<file path="config.mk">
export PLATFORM = sky130hd
export DESIGN_NAME = xtbd_cell
export DESIGN_NICKNAME = d
export VERILOG_FILES = /design/src/rtl/core/xtbd_pkg.sv /design/src/rtl/core/xtbd_cell.sv
export SDC_FILE = /design/constraint.sdc
export NUM_CORES = 1
export LEC_CHECK = 0
export BUFFER_PORTS_ARGS = -buffer_cell sky130_fd_sc_hd__buf_2
export CAP_MARGIN = 30
export CORE_ASPECT_RATIO = 1.2
export CORE_UTILIZATION = 47
export CTS_BUF_LIST = sky130_fd_sc_hd__clkbuf_4
export DETAILED_ROUTE_END_ITERATION = 10
export GPL_TIMING_DRIVEN = 0
export PLACE_DENSITY_LB_ADDON = 0.08
export SYNTH_ARGS = -nofsm -noshare
export SYNTH_HDL_FRONTEND = slang
export SYNTH_SLANG_ARGS = --single-unit
</file>
<file path="constraint.sdc">
create_clock -name clk -period 1.6 [get_ports clk]
set_clock_uncertainty 0.1 [all_clocks]
set_input_delay 0.32 -clock clk [delete_from_list [all_inputs] [get_ports clk]]
set_output_delay 0.32 -clock clk [all_outputs]
set_load 0.02 [all_outputs]
</file>
<file path="src/rtl/core/xtbd_pkg.sv">
`timescale 1ns / 1ps
// ----------------------------------------------------------------------------
// XTEA block decrypt package
// Shared widths, constants, types and the round mixing function.
// ----------------------------------------------------------------------------
package xtbd_pkg;

    localparam int WORD_W      = 32;
    localparam int KEY_WORDS   = 4;
    localparam int KEY_IDX_W   = $clog2(KEY_WORDS);
    localparam int ROUND_COUNT = 32;

    localparam logic [WORD_W-1:0] DELTA = 32'h9E3779B9;

    // Half-round selectors.
    localparam logic HALF_RIGHT = 1'b0;
    localparam logic HALF_LEFT  = 1'b1;

    typedef logic [KEY_WORDS-1:0][WORD_W-1:0] key_t;

    typedef struct packed {
        logic [WORD_W-1:0] left;
        logic [WORD_W-1:0] right;
    } block_t;

    function automatic logic [WORD_W-1:0] mix(input logic [WORD_W-1:0] x);
        mix = ((x << 4) ^ (x >> 5)) + x;
    endfunction

    // Running sum for a given number of rounds still to go, modulo 2^32.
    function automatic logic [WORD_W-1:0] round_sum(input int rounds_left);
        logic [2*WORD_W-1:0] prod;
        prod = {{WORD_W{1'b0}}, DELTA} * (2*WORD_W)'(rounds_left);
        round_sum = prod[WORD_W-1:0];
    endfunction

endpackage

</file>
<file path="src/rtl/core/xtbd_cell.sv">
`timescale 1ns / 1ps
// ----------------------------------------------------------------------------
// XTEA half-round cell
// One Feistel half-round with a fixed sum; registers the block and its valid.
// ----------------------------------------------------------------------------
module xtbd_cell #(
    parameter logic                          HALF = xtbd_pkg::HALF_RIGHT,
    parameter logic [xtbd_pkg::WORD_W-1:0]   SUM  = '0
) (
    input  logic             clk,
    input  logic             rst_n,
    input  logic             enable,
    input  xtbd_pkg::key_t   key,
    input  logic             valid_in,
    input  xtbd_pkg::block_t block_in,
    output logic             valid_out,
    output xtbd_pkg::block_t block_out
);

    // The key word is picked by sum bits, which are fixed for this cell.
    localparam logic [xtbd_pkg::KEY_IDX_W-1:0] KEY_SEL =
        (HALF == xtbd_pkg::HALF_LEFT) ? SUM[xtbd_pkg::KEY_IDX_W-1:0]
                                      : SUM[11 +: xtbd_pkg::KEY_IDX_W];

    logic             valid_reg;
    xtbd_pkg::block_t block_reg;
    xtbd_pkg::block_t block_next;
    logic [xtbd_pkg::WORD_W-1:0] mix_val;
    logic [xtbd_pkg::WORD_W-1:0] key_val;

    always_comb
    begin
        block_next = block_in;
        if (HALF == xtbd_pkg::HALF_LEFT)
        begin
            mix_val         = xtbd_pkg::mix(block_in.right);
            key_val         = SUM + key[KEY_SEL];
            block_next.left = block_in.left - (mix_val ^ key_val);
        end
        else
        begin
            mix_val          = xtbd_pkg::mix(block_in.left);
            key_val          = SUM + key[KEY_SEL];
            block_next.right = block_in.right - (mix_val ^ key_val);
        end
    end

    always_ff @(posedge clk or negedge rst_n)
    begin
        if (!rst_n)
        begin
            valid_reg <= 1'b0;
        end
        else if (enable)
        begin
            valid_reg <= valid_in;
        end
    end

    always_ff @(posedge clk)
    begin
        if (enable)
        begin
            block_reg <= block_next;
        end
    end

    assign valid_out = valid_reg;
    assign block_out = block_reg;

endmodule

</file>
==> impl_results.md <==
- Die area: roughly 0.012 mm^2
- WL/cell: roughly 17 um
- CP Data Arrival Time: 4450 ps
- First-pass GRT wire length: 24070 um
- Share of layout cells above drive strength 1: 0.4414
- Tmin final: between 4000 and 5000 ps
- Die Wd: a little over 100 um
- Async SR Flop Fraction: 0.01538
- # rows: 43
- Drt total wl: 16750 um
- Chip Height: around 120 um
- Sink Count: 65
- Worst setup margin: -2729 ps
- Top cells by count, synth: ha_1 (66), xnor2_1 (65), edfxtp_1 (64)
- DRT iter0 DRCs: 228
- Number of synthesized flops with an enable pin: 64
- Root Buffer: clkbuf_4
- Non-Filler Instances: 960
- GP Congestion: 0.8722
- Failing checks: setup timing
- Area of the multi-input gates: between 0.004 and 0.005 mm^2
- Fmax: roughly 0.23 GHz
- Max cap viols: 0
- PwrDens: between 1000 and 1500 mW/mm^2
- CTS tree: done
- Crit-path cells: buf_4, xor2_2, ha_2, a21oi_4, o211ai_1, a221oi_2, a31oi_2, a221o_1, a21o_1, a21oi_2, xnor2_1, ha_2, buf_6, nand4_1, nor3_1, a22o_1, o41ai_4, a21boi_2, o31ai_4, mux2i_1, nand3_1
- Register area: between 0.0015 and 0.002 mm^2
- Slowest stage delay, CP: 390 ps
- Vias per cell: 5.550
- Post-route antenna net violation count: 0
- Synth Instances: approximately 560
- Synth top area share: 0.3401
- Status: complete, but fails checks
- H-tree depth: 3
- Ys Warns: 0
- Reg clk slew, reported paths: 150 ps
- Core ar.: 0.01162 mm^2
- Measured slew at the worst slew-check pin: between 600 and 700 ps
- Final HPWL DP: approximately 12000 um
- Vias in the first global route: around 5000
- Synth top area cells: edfxtp_1 (34%), ha_1 (15%), xnor2_1 (10%), xor2_1 (7.1%), a21oi_1 (3.8%)
- Post-synthesis sequential area ratio: 0.3446
- Skew-Pair Late Insertion Delay: ~440 ps
- Syn avg cell area: around 10 um^2
- Grt total ovfl: 0
- Slew Limit Fails: 0
- Gr usage total: 0.2531
- Area leader, netlist: edfxtp_1
- Largest net degree at the start of global routing: 39
- Slowest-stage cell, CP: o41ai_4
- Number of fill cells in the layout: just under 900
- Initial core utilization: 0.4862
- CP Class: primary input to flip-flop
- Net count, final: between 1000 and 1500
- Antenna violations before repair: 1
- Top-level I/O count: around 260
- HP Class: primary input to flip-flop
- TritonRoute pass-1 iters: 5
- CTS Buffer Depth: 2
- I/O Buffers: 164
- Area Growth Syn to Fin: 47.01%
- Main synth FF type: edfxtp_1
- Final Hold Fails: 0
- RSZ-0062 raised after global routing: yes
- Critical Path RT: between 1500 and 2000 ps
- Dpl cells: about 880
- Startpoint Class: primary input
- Synth unique cells: 64
- Slew HR: 0.5579
- Routed vias: roughly 5300
- Post-synthesis net count: a little over 800
- Final number of setup-violating endpoints: 31
- Critical Path End Type: flip-flop
- Drt drc: 0
- Post-DP Area: about 0.007 mm^2
- Yosys reg bits: 65
- Leak: about 0.0036 uW
- Synthesized cell area: 0.005650 mm^2
- Maximum vdd drop: roughly 0.80 mV
- Top cell by count, worst path: ha_2
- Worst Path Max Fanout: 4
- Finished Cell Area: about 0.0083 mm^2
- Num CTS Buffers: 9
- Final Cycle Share: 2.705
- Most numerous cell in the Yosys netlist: ha_1
==> state kept, by name, summed over array words and instances, names as in the netlist <==
signal,count
valid_out,1
block_out,64
==> layout make-up <==
class,instances,share of cell area
antenna,1,0.0003013
buffer,3,0.001506
clock buffer,9,0.008134
clock inverter,7,0.009941
inverter,25,0.01130
multi-input combinational,458,0.5255
sequential,65,0.2344
tap,157,0.02365
timing repair buffer,235,0.1853
==> cell families (layout without fill, tap and decap cells) <==
group	after synthesis	after routing	share of synthesized area
XOR/XNOR	111	111	0.1721
AND/OR/NAND/NOR	109	109	0.09633
adder cells (fa/ha/maj)	68	68	0.1532
buffers and inverters	33	279	0.02214
multiplexers	2	2	0.003764
flip-flops	65	65	0.3446
other	0	1	0
AO/OA/AOI/OAI	168	168	0.2079
==> power breakdown <==
| part | switching, uW | internal [uW] |
|---|---|---|
| Combinational | 3880 | 3330 |
| Clock | 732 | 502 |
| Sequential | 93.2 | 2540 |
| Total | 4700 | 6370 |
==> layout by cell type, fill, tap and decap left out, types with 4 or more instances in the layout <==
| master | n |
|---|---|
| a21boi_2 | 4 |
| a21o_1 | 24 |
| a21oi_1 | 24 |
| a21oi_2 | 13 |
| a21oi_4 | 7 |
| a31oi_1 | 5 |
| a31oi_4 | 5 |
| and3_1 | 6 |
| buf_12 | 4 |
| buf_2 | 155 |
| buf_4 | 43 |
| buf_6 | 18 |
| clkbuf_4 | 10 |
| dlygate4sd3_1 | 14 |
| edfxtp_1 | 64 |
| ha_1 | 49 |
| ha_2 | 7 |
| ha_4 | 10 |
| inv_1 | 23 |
| nand2_1 | 24 |
| nand2b_1 | 5 |
| nand3_1 | 9 |
| nand4_1 | 8 |
| nor2_1 | 16 |
| nor3_1 | 8 |
| o211ai_1 | 4 |
| o21ai_0 | 14 |
| o21ai_2 | 5 |
| o21ai_4 | 5 |
| o21bai_1 | 10 |
| xnor2_1 | 56 |
| xnor2_2 | 8 |
| xor2_1 | 40 |
| xor2_2 | 4 |
==> what timing repair did <==
item | CTS | global route
hold buffers | 10 | 4
setup buffers | 33 | 31
pin swaps | 46 | 67
gates resized for setup | 64 | 97
setup endpoints to repair | 31 | 31
hold endpoints to repair | 10 | 4
==> path summary, 6_finish.rpt <==
path                               from             to  slack, ps  cells after the start
max                        block_in[33]  block_out[28]      -2730                     21
min                        block_in[33]  block_out[33]         40                      1
max reg2reg                   valid_out      valid_out        760                      1
min reg2reg                   valid_out      valid_out        420                      1
max in group asynchronous         rst_n      valid_out       1260                      2
min in group asynchronous         rst_n      valid_out         60                      2
==> metal layers <==
metal / track usage / wire (um) / vias to the layer above
li1: - / - / 2561
met1: 0.2942 / 6690 / 2563
met2: 0.4438 / 8779 / 180
met3: 0.05909 / 949 / 24
met4: 0.1009 / 329 / 0
met5: 0 / 0 / -
==> critical path, delay by kind of cell <==
kind / cells / cell delay (ps)
buffers and inverters: 2 / 280
muxes: 1 / 220
and+or+nand+nor: 3 / 320
AOI/OAI and AO/OA: 11 / 2460
xor gates and xnor gates: 2 / 300
adders and majority gates: 2 / 560
==> stage by stage <==
step	setup TNS [ps]	utilization	power, uW	hold WS (ps)	worst slack [ps]
6_report	-53500	0.7148	11070	41.21	-2729
5_1_grt	-55910	0.7148	11750	0.6741	-2887
4_1_cts	-55520	0.6565	9962	3.786	-2775
3_5_place_dp	-71820	0.5851	7986	-3.442	-3581
3_3_place_gp	-89990	0.5833	7877	-5.783	-3535
2_1_floorplan	-53180	-	6684	-75.59	-2804
Note: power is estimated with default switching activity, not from simulation.
