<file path="src/rtl/core/xtbd_pkg.sv">
`timescale 1ns / 1ps
// ----------------------------------------------------------------------------
// XTEA block decrypt package
// Shared widths, constants, types and the round mixing function.
// ----------------------------------------------------------------------------
package xtbd_pkg;

    localparam int WORD_W      = 32;
    localparam int KEY_WORDS   = 4;
    localparam int KEY_IDX_W   = $clog2(KEY_WORDS);
    localparam int ROUND_COUNT = 32;

    localparam logic [WORD_W-1:0] DELTA = 32'h9E3779B9;

    // Half-round selectors.
    localparam logic HALF_RIGHT = 1'b0;
    localparam logic HALF_LEFT  = 1'b1;

    typedef logic [KEY_WORDS-1:0][WORD_W-1:0] key_t;

    typedef struct packed {
        logic [WORD_W-1:0] left;
        logic [WORD_W-1:0] right;
    } block_t;

    function automatic logic [WORD_W-1:0] mix(input logic [WORD_W-1:0] x);
        mix = ((x << 4) ^ (x >> 5)) + x;
    endfunction

    // Running sum for a given number of rounds still to go, modulo 2^32.
    function automatic logic [WORD_W-1:0] round_sum(input int rounds_left);
        logic [2*WORD_W-1:0] prod;
        prod = {{WORD_W{1'b0}}, DELTA} * (2*WORD_W)'(rounds_left);
        round_sum = prod[WORD_W-1:0];
    endfunction

endpackage

</file>
<file path="src/rtl/core/xtbd_out_buf.sv">
`timescale 1ns / 1ps
// ----------------------------------------------------------------------------
// XTEA output buffer
// Output register plus skid entry; halts the cell chain only when both hold.
// ----------------------------------------------------------------------------
module xtbd_out_buf (
    input  logic             clk,
    input  logic             rst_n,
    input  logic             chain_valid,
    input  xtbd_pkg::block_t chain_block,
    output logic             chain_enable,
    output logic             out_valid,
    input  logic             out_ready,
    output xtbd_pkg::block_t out_block
);

    logic             out_valid_reg;
    xtbd_pkg::block_t out_block_reg;
    logic             skid_valid_reg;
    xtbd_pkg::block_t skid_block_reg;
    logic             take;

    assign take         = !out_valid_reg || out_ready;
    assign chain_enable = !skid_valid_reg;

    always_ff @(posedge clk or negedge rst_n)
    begin
        if (!rst_n)
        begin
            out_valid_reg  <= 1'b0;
            skid_valid_reg <= 1'b0;
        end
        else if (take)
        begin
            if (skid_valid_reg)
            begin
                out_valid_reg  <= 1'b1;
                skid_valid_reg <= 1'b0;
            end
            else
            begin
                out_valid_reg <= chain_valid;
            end
        end
        else if (chain_valid && !skid_valid_reg)
        begin
            skid_valid_reg <= 1'b1;
        end
    end

    always_ff @(posedge clk)
    begin
        if (take)
        begin
            out_block_reg <= skid_valid_reg ? skid_block_reg : chain_block;
        end
        else if (!skid_valid_reg)
        begin
            skid_block_reg <= chain_block;
        end
    end

    assign out_valid = out_valid_reg;
    assign out_block = out_block_reg;

endmodule

</file>
<file path="config.mk">
export PLATFORM = sky130hd
export DESIGN_NAME = xtbd_out_buf
export DESIGN_NICKNAME = d
export VERILOG_FILES = /design/src/rtl/core/xtbd_pkg.sv /design/src/rtl/core/xtbd_out_buf.sv
export SDC_FILE = /design/constraint.sdc
export NUM_CORES = 1
export LEC_CHECK = 0
export ABC_AREA = 1
export BUFFER_PORTS_ARGS = -buffer_cell sky130_fd_sc_hd__buf_4
export CORE_MARGIN = 4
export CORE_UTILIZATION = 35
export DETAILED_ROUTE_END_ITERATION = 6
export GPL_TIMING_DRIVEN = 0
export PLACE_DENSITY = 0.64
export SETUP_SLACK_MARGIN = 0.02
export SYNTH_ARGS = -nofsm -noshare
export SYNTH_HDL_FRONTEND = slang
export SYNTH_SLANG_ARGS = --single-unit
</file>
<file path="constraint.sdc">
create_clock -name clk -period 4.1 [get_ports clk]
set_input_delay 0.41 -clock clk [delete_from_list [all_inputs] [get_ports clk]]
set_output_delay 0.41 -clock clk [all_outputs]
set_load 0.005 [all_outputs]
</file>
==> results.sh, run 1 <==
export IMPL_drtIter0Drc=223
export IMPL_grt_pass1_vias=3112
export IMPL_clkSinkCount=130
export IMPL_switchingPower_w=0.000722
export IMPL_cts_buffer_depth=2
export IMPL_cts_resized=0
export IMPL_synth_edf_count=128
export IMPL_routabilityCongestion=0.709
export IMPL_hold_class="input pin to flop"
export IMPL_clkSlewWorstSetupHoldPaths_ns=0.05
export IMPL_drv_slew=0
export IMPL_finalPower_w=0.00340
export IMPL_drc=0
export IMPL_vias=2969
export IMPL_tightest_slew_ns=0.978
export IMPL_min_delay_start="chain_valid"
export IMPL_period_share_pct=59.9
export IMPL_nFillCells=1191
export IMPL_intPower_w=0.00267
export IMPL_antenna_found_initial=0
export IMPL_cts_setup_buffers=0
export IMPL_ant_nets=0
export IMPL_wl_um=9570
export IMPL_cp_start_kind="flop"
export IMPL_r2r_end="skid_block_reg[41]$_DFFE_PN_"
export IMPL_p_comb_share_pct=10.0
export IMPL_pre_cts_slack_ns=1.45
export IMPL_grt_max_degree=68
export IMPL_synth_most_common_cell="nand2_1"
export IMPL_rsz0062_at_grt="false"
export IMPL_core_rowCount=42
export IMPL_wire_per_inst_um=14.0
export IMPL_timing_rr_start="out_valid$_DFFE_PN0P_"
export IMPL_ys_types=9
export IMPL_grt_pass1_wl_um=15700
export IMPL_ys_warn_count=0
export IMPL_max_cap_violations=0
export IMPL_synth_avg_cell_area_um2=13.9
export IMPL_finalSetupViolCount=0
export IMPL_power_density_mw_per_mm2=516
export IMPL_synth_async_reset_ratio_pct=1.54
export IMPL_vdd_drop_max_v=0.000288
export IMPL_worstSetupPathType="flop to flop"
export IMPL_hpwl_um=6370
export IMPL_antenna_cells=0
export IMPL_timing_final_ws_setup_ns=1.64
export IMPL_fin_area_mm2=0.00658
export IMPL_critPathBufInv=2
export IMPL_path_max_fanout=67
export IMPL_p_sw_share_pct=21.3
export IMPL_cts_tree="built"
export IMPL_clkPwrFrac_pct=41.0
export IMPL_finalHoldViolations=0
export IMPL_cts_root_buffer="clkbuf_16"
export IMPL_reg2regPathDepth=3
export IMPL_fin_crit_ns=2.46
export IMPL_ys_seq_elements=130
export IMPL_die_w_um=125
export IMPL_seq_power_share_pct=49.0
export IMPL_avgViaCountPerCell=4.33
export IMPL_port_buffer_count=133
export IMPL_reg2reg_slack_ns=1.64
export IMPL_grt_use_total_pct=12.7
export IMPL_ctsHoldBuffers=1
export IMPL_max_slew_margin_pct=34.8
export IMPL_synth_top_area_share_pct=80.4
export IMPL_yosysSeqAreaShare_pct=81.5
export IMPL_firstDrtPassIters=4
export IMPL_grt_ovfl_total=0
export IMPL_start_util_pct=35.9
export IMPL_synth_area_leaders="edfxtp_1 80%, nand2_1 15%, buf_6 2.4%"
export IMPL_clkLatencyLatePin_ns=0.40
export IMPL_final_nets=565
export IMPL_synth_cells=343
export IMPL_ioPinCount=134
export IMPL_synth_fp_nets=411
export IMPL_place_area_mm2=0.00602
export IMPL_layout_drive_gt1_share_pct=34.8
export IMPL_clock_fmax_mhz=407
export IMPL_die_area_mm2=0.0156
export IMPL_netlist_area_mm2=0.00478
export IMPL_leakage_nw=2.87
export IMPL_crit_path_max_incr_delay_ns=0.86
export IMPL_cts_made_buffers=17
export IMPL_htree_levels=4
export IMPL_hold_end="out_valid$_DFFE_PN0P_"
export IMPL_outcome="finished clean"
export IMPL_synth_largest_area_cell="edfxtp_1"
export IMPL_cpLargestDelayFamily="buffers and inverters"
export IMPL_fin_skew_ns=0.00516
export IMPL_synth_flop_cell="edfxtp_1"
export IMPL_path_cells="nand2_4 -> inv_2 -> buf_12"
export IMPL_die_h_um=125
export IMPL_core_area_mm2=0.0133
export IMPL_critPathRequiredTime_ns=4.19
export IMPL_arrival_ns=2.55
export IMPL_synth_common_cells="194 x nand2_1, 128 x edfxtp_1, 10 x buf_6"
export IMPL_area_delta_synth_final_pct=37.8
export IMPL_hold_path_depth=3
export IMPL_critical_path_slowest_cell="inv_2"
export IMPL_cp_end_kind="flop"
-- metrics by stage --
step	util, %	TNS [ns]	std cells	hold WS (ns)
detailed placement	45.3	0	653	0.197
floorplan	-	0	343	0.114
global placement	45.1	-127.03	652	0.198
CTS	49.5	0	685	0.196
global route	49.5	0	685	0.205
finish	49.5	0	685	0.216
-- cell type report --
| type | instances | area [um2] | area share, % |
|---|---|---|---|
| multi-input cells | 196 | 743 | 11.3 |
| repair buffers | 135 | 1030 | 15.6 |
| plain buffers | 14 | 138 | 2.09 |
| well taps | 176 | 220 | 3.34 |
| clock buffers | 18 | 429 | 6.52 |
| flip-flops and latches | 130 | 3890 | 59.1 |
| clock inverters | 13 | 120 | 1.82 |
| inverters | 3 | 11.3 | 0.171 |
-- worst min-delay path: stages --
cell and delay, ns:
buf_4 0.08, nor2_1 0.04, nand2_1 0.05
-- cell families after synthesis --
group	after synthesis	synth area share (%)
flip-flops	130	81.5
buffers and inverters	17	3.12
AND/OR/NAND/NOR	196	15.4
-- power by group through the flow --
stage	clock, W	sequential, W	combinational (W)
after floorplan	0	0.00170	0.000130
after global placement	0	0.00170	0.000335
after detailed placement	0	0.00169	0.000346
after CTS	0.00143	0.00167	0.000348
after global routing	0.00150	0.00168	0.000381
final	0.00139	0.00166	0.000339
-- metal layers --
layer	track usage [%]	part of all wire [%]
met1	15.3	44
met2	20.4	48
met3	5.40	7.0
met4	4.97	1.3
met5	0	0
-- worst max path at each step --
stage	start	cells past startpoint	endpoint
finish	out_valid$_DFFE_PN0P_	3	skid_block_reg[41]$_DFFE_PN_
global route	out_valid$_DFFE_PN0P_	3	skid_block_reg[48]$_DFFE_PN_
CTS	out_valid$_DFFE_PN0P_	3	skid_block_reg[48]$_DFFE_PN_
detailed placement	out_ready	5	skid_block_reg[46]$_DFFE_PN_
global placement	out_ready	4	skid_block_reg[46]$_DFFE_PN_
floorplan	out_ready	3	skid_block_reg[0]$_DFFE_PN_
-- layout by cell type, fill, tap and decap left out, drive strengths merged --
master,instances
nor2,2
edfxtp,128
buf,148
dlygate4sd3,1
inv,3
dfrtp,2
clkbuf,18
clkinv,10
nand2,194
bufinv,2
clkinvlp,1
No activity file was read; power rests on OpenSTA's default activity.
==> run 2: changes to the inputs <==
--- a/config.mk
+++ b/config.mk
@@ -11,7 +11,7 @@
 export CORE_UTILIZATION = 35
 export DETAILED_ROUTE_END_ITERATION = 6
 export GPL_TIMING_DRIVEN = 0
-export PLACE_DENSITY = 0.64
+export PLACE_DENSITY = 0.62
 export SETUP_SLACK_MARGIN = 0.02
 export SYNTH_ARGS = -nofsm -noshare
 export SYNTH_HDL_FRONTEND = slang
==> constraint.sdc (replaced) <==
create_clock -name clk -period 2.4 [get_ports clk]
set_input_delay 0.24 -clock clk [delete_from_list [all_inputs] [get_ports clk]]
set_output_delay 0.24 -clock clk [all_outputs]
set_load 0.005 [all_outputs]
==> run 2 against run 1 <==
  * Maximum frequency increased by 16%
  * Clock-buffer cell count up 9
  * Sequential share of layout area decreased by 0.46 points
  * Non-clock buffer count did not move
  * First-iteration DRC count fell by 2.2%
  * Largest power group unchanged
==> results.sh, run 2 (synthesized netlist as in run 1, its figures left out) <==
export IMPL_start_util_pct=35.9
export IMPL_fin_setup_tns_ns=0
export IMPL_grt_max_degree=69
export IMPL_crit_path_max_incr_delay_ns=0.57
export IMPL_layout_drive_gt1_share_pct=34.8
export IMPL_clkPwrFrac_pct=42.3
export IMPL_core_rowCount=42
export IMPL_startpoint="out_valid$_DFFE_PN0P_"
export IMPL_clkSlewWorstSetupHoldPaths_ns=0.05
export IMPL_die_w_um=125
export IMPL_max_slew_margin_pct=61.5
export IMPL_rsz0062_at_grt="false"
export IMPL_cts_made_buffers=17
export IMPL_seq_power_share_pct=47.9
export IMPL_cts_buffer_depth=2
export IMPL_cp_endpoint="skid_block_reg[45]$_DFFE_PN_"
export IMPL_die_area_mm2=0.0156
export IMPL_outcome="finished clean"
export IMPL_final_cell_mix="193 x nand2_1, 135 x buf_4, 128 x edfxtp_1"
export IMPL_reg2reg_slack_ns=0.29
export IMPL_min_delay_start="chain_valid"
export IMPL_critPathRequiredTime_ns=2.54
export IMPL_port_buffer_count=133
export IMPL_max_cap_violations=0
export IMPL_cp_end_kind="flop"
export IMPL_switchingPower_w=0.00122
export IMPL_arrival_ns=2.25
export IMPL_avgViaCountPerCell=4.34
export IMPL_reg2regPathDepth=3
export IMPL_power_density_mw_per_mm2=894
export IMPL_hpwl_um=6400
export IMPL_area_delta_synth_final_pct=38.9
export IMPL_antenna_found_initial=0
export IMPL_grt_ovfl_total=0
export IMPL_leakage_nw=2.88
export IMPL_htree_levels=4
export IMPL_clkLatencyLatePin_ns=0.40
export IMPL_wire_per_inst_um=14.1
export IMPL_clkSinkCount=130
export IMPL_period_share_pct=88.1
export IMPL_wl_um=9700
export IMPL_p_sw_share_pct=20.6
export IMPL_vias=2980
export IMPL_cts_root_buffer="clkbuf_16"
export IMPL_timing_hold_ws_ns=0.0576
export IMPL_drv_slew=0
export IMPL_timing_rr_start="out_valid$_DFFE_PN0P_"
export IMPL_cts_tree="built"
export IMPL_vdd_drop_max_v=0.000389
export IMPL_intPower_w=0.00471
export IMPL_r2r_end="skid_block_reg[45]$_DFFE_PN_"
export IMPL_cp_start_kind="flop"
export IMPL_nFillCells=1222
export IMPL_routabilityCongestion=0.705
export IMPL_finalSetupViolCount=0
export IMPL_tightest_slew_ns=0.576
export IMPL_die_h_um=125
export IMPL_p_comb_share_pct=9.8
export IMPL_worstSetupPathType="flop to flop"
export IMPL_path_cells="nand2_8 -> clkinvlp_4 -> buf_12"
export IMPL_ant_nets=0
export IMPL_drtIter0Drc=218
export IMPL_hold_class="input pin to flop"
export IMPL_grt_pass1_wl_um=15500
export IMPL_layout_commonest_cell="nand2_1"
export IMPL_grt_pass1_vias=3048
export IMPL_antenna_cells=0
export IMPL_grt_use_total_pct=12.7
export IMPL_finalHoldViolations=0
export IMPL_cpLargestDelayFamily="buffers and inverters"
export IMPL_core_area_mm2=0.0133
export IMPL_critical_path_slowest_cell="clkinvlp_4"
export IMPL_path_max_fanout=68
export IMPL_cp_num_cells=3
export IMPL_firstDrtPassIters=4
export IMPL_fin_skew_ns=0.00458
export IMPL_ioPinCount=134
export IMPL_critPathBufInv=2
export IMPL_clock_fmax_mhz=473
export IMPL_fin_crit_ns=2.11
export IMPL_drc=0
export IMPL_final_nets=566
## run 2: cell count changes in the layout (fill, tap and decap cells not counted), sizes merged
cell and delta:
clkinvlp +2, clkinv -8, inv -1, clkbuf +9
## run 2: cell type report
| type | instances | area [um2] | share of cell area (%) |
|---|---|---|---|
| clock buffers | 27 | 503 | 7.58 |
| plain buffers | 14 | 138 | 2.07 |
| inverters | 3 | 15.0 | 0.226 |
| multi-input cells | 196 | 752 | 11.3 |
| well taps | 176 | 220 | 3.32 |
| flip-flops and latches | 130 | 3890 | 58.7 |
| clock inverters | 5 | 77.6 | 1.17 |
| repair inverters | 1 | 7.51 | 0.113 |
| repair buffers | 135 | 1030 | 15.5 |
## run 2: metrics by stage
| stage | total power (W) | utilization (%) | std cells | worst slack, ns | area, um2 |
|---|---|---|---|---|---|
| after floorplan | 0.00312 | - | 343 | 0.195 | 4800 |
| after global placement | 0.00347 | 45.3 | 652 | -0.612 | 6020 |
| after detailed placement | 0.00349 | 45.4 | 653 | -0.105 | 6040 |
| after CTS | 0.00601 | 49.9 | 687 | 0.0745 | 6630 |
| after global routing | 0.00619 | 49.9 | 687 | 0.123 | 6640 |
| final | 0.00593 | 49.9 | 687 | 0.286 | 6640 |
## run 2: metal layers
| layer | up-vias | track usage (%) | part of all wire [%] |
|---|---|---|---|
| met3 | 14 | 5.49 | 7.4 |
| met2 | 88 | 19.8 | 48 |
| li1 | 1469 | - | - |
| met1 | 1409 | 15.7 | 43 |
| met4 | 0 | 4.97 | 1.7 |
| met5 | - | 0 | 0 |
## run 2: repair_timing
action | 4_1_cts | 5_1_grt
setup buffers | 0 | 0
pin swaps | 0 | 0
gates resized for setup | 0 | 1
endpoints found under the setup margin | 33 | 16
endpoints found under the hold margin | 2 | 0
hold buffers | 1 | 0
gates cloned | 1 | 0
## run 2: how the worst min path moves through the flow
stage                            end  slack [ns]  depth (start not counted)
2_1_floorplan  out_valid$_DFFE_PN0P_       -0.06                          0
3_3_place_gp   out_valid$_DFFE_PN0P_        0.03                          1
3_5_place_dp   out_valid$_DFFE_PN0P_        0.03                          1
4_1_cts        out_valid$_DFFE_PN0P_        0.04                          3
5_1_grt        out_valid$_DFFE_PN0P_        0.05                          3
6_report       out_valid$_DFFE_PN0P_        0.06                          3
## run 2: worst min-delay path, cell delays in order
cell and delay (ns):
buf_4 0.08, nor2_1 0.04, nand2_1 0.06
## run 2: power groups by stage
stage	clock network, W	registers, W	logic [W]
5_1_grt	0.00268	0.00286	0.000652
2_1_floorplan	0	0.00289	0.000226
6_report	0.00251	0.00284	0.000581
3_3_place_gp	0	0.00289	0.000580
4_1_cts	0.00257	0.00285	0.000601
3_5_place_dp	0	0.00289	0.000596
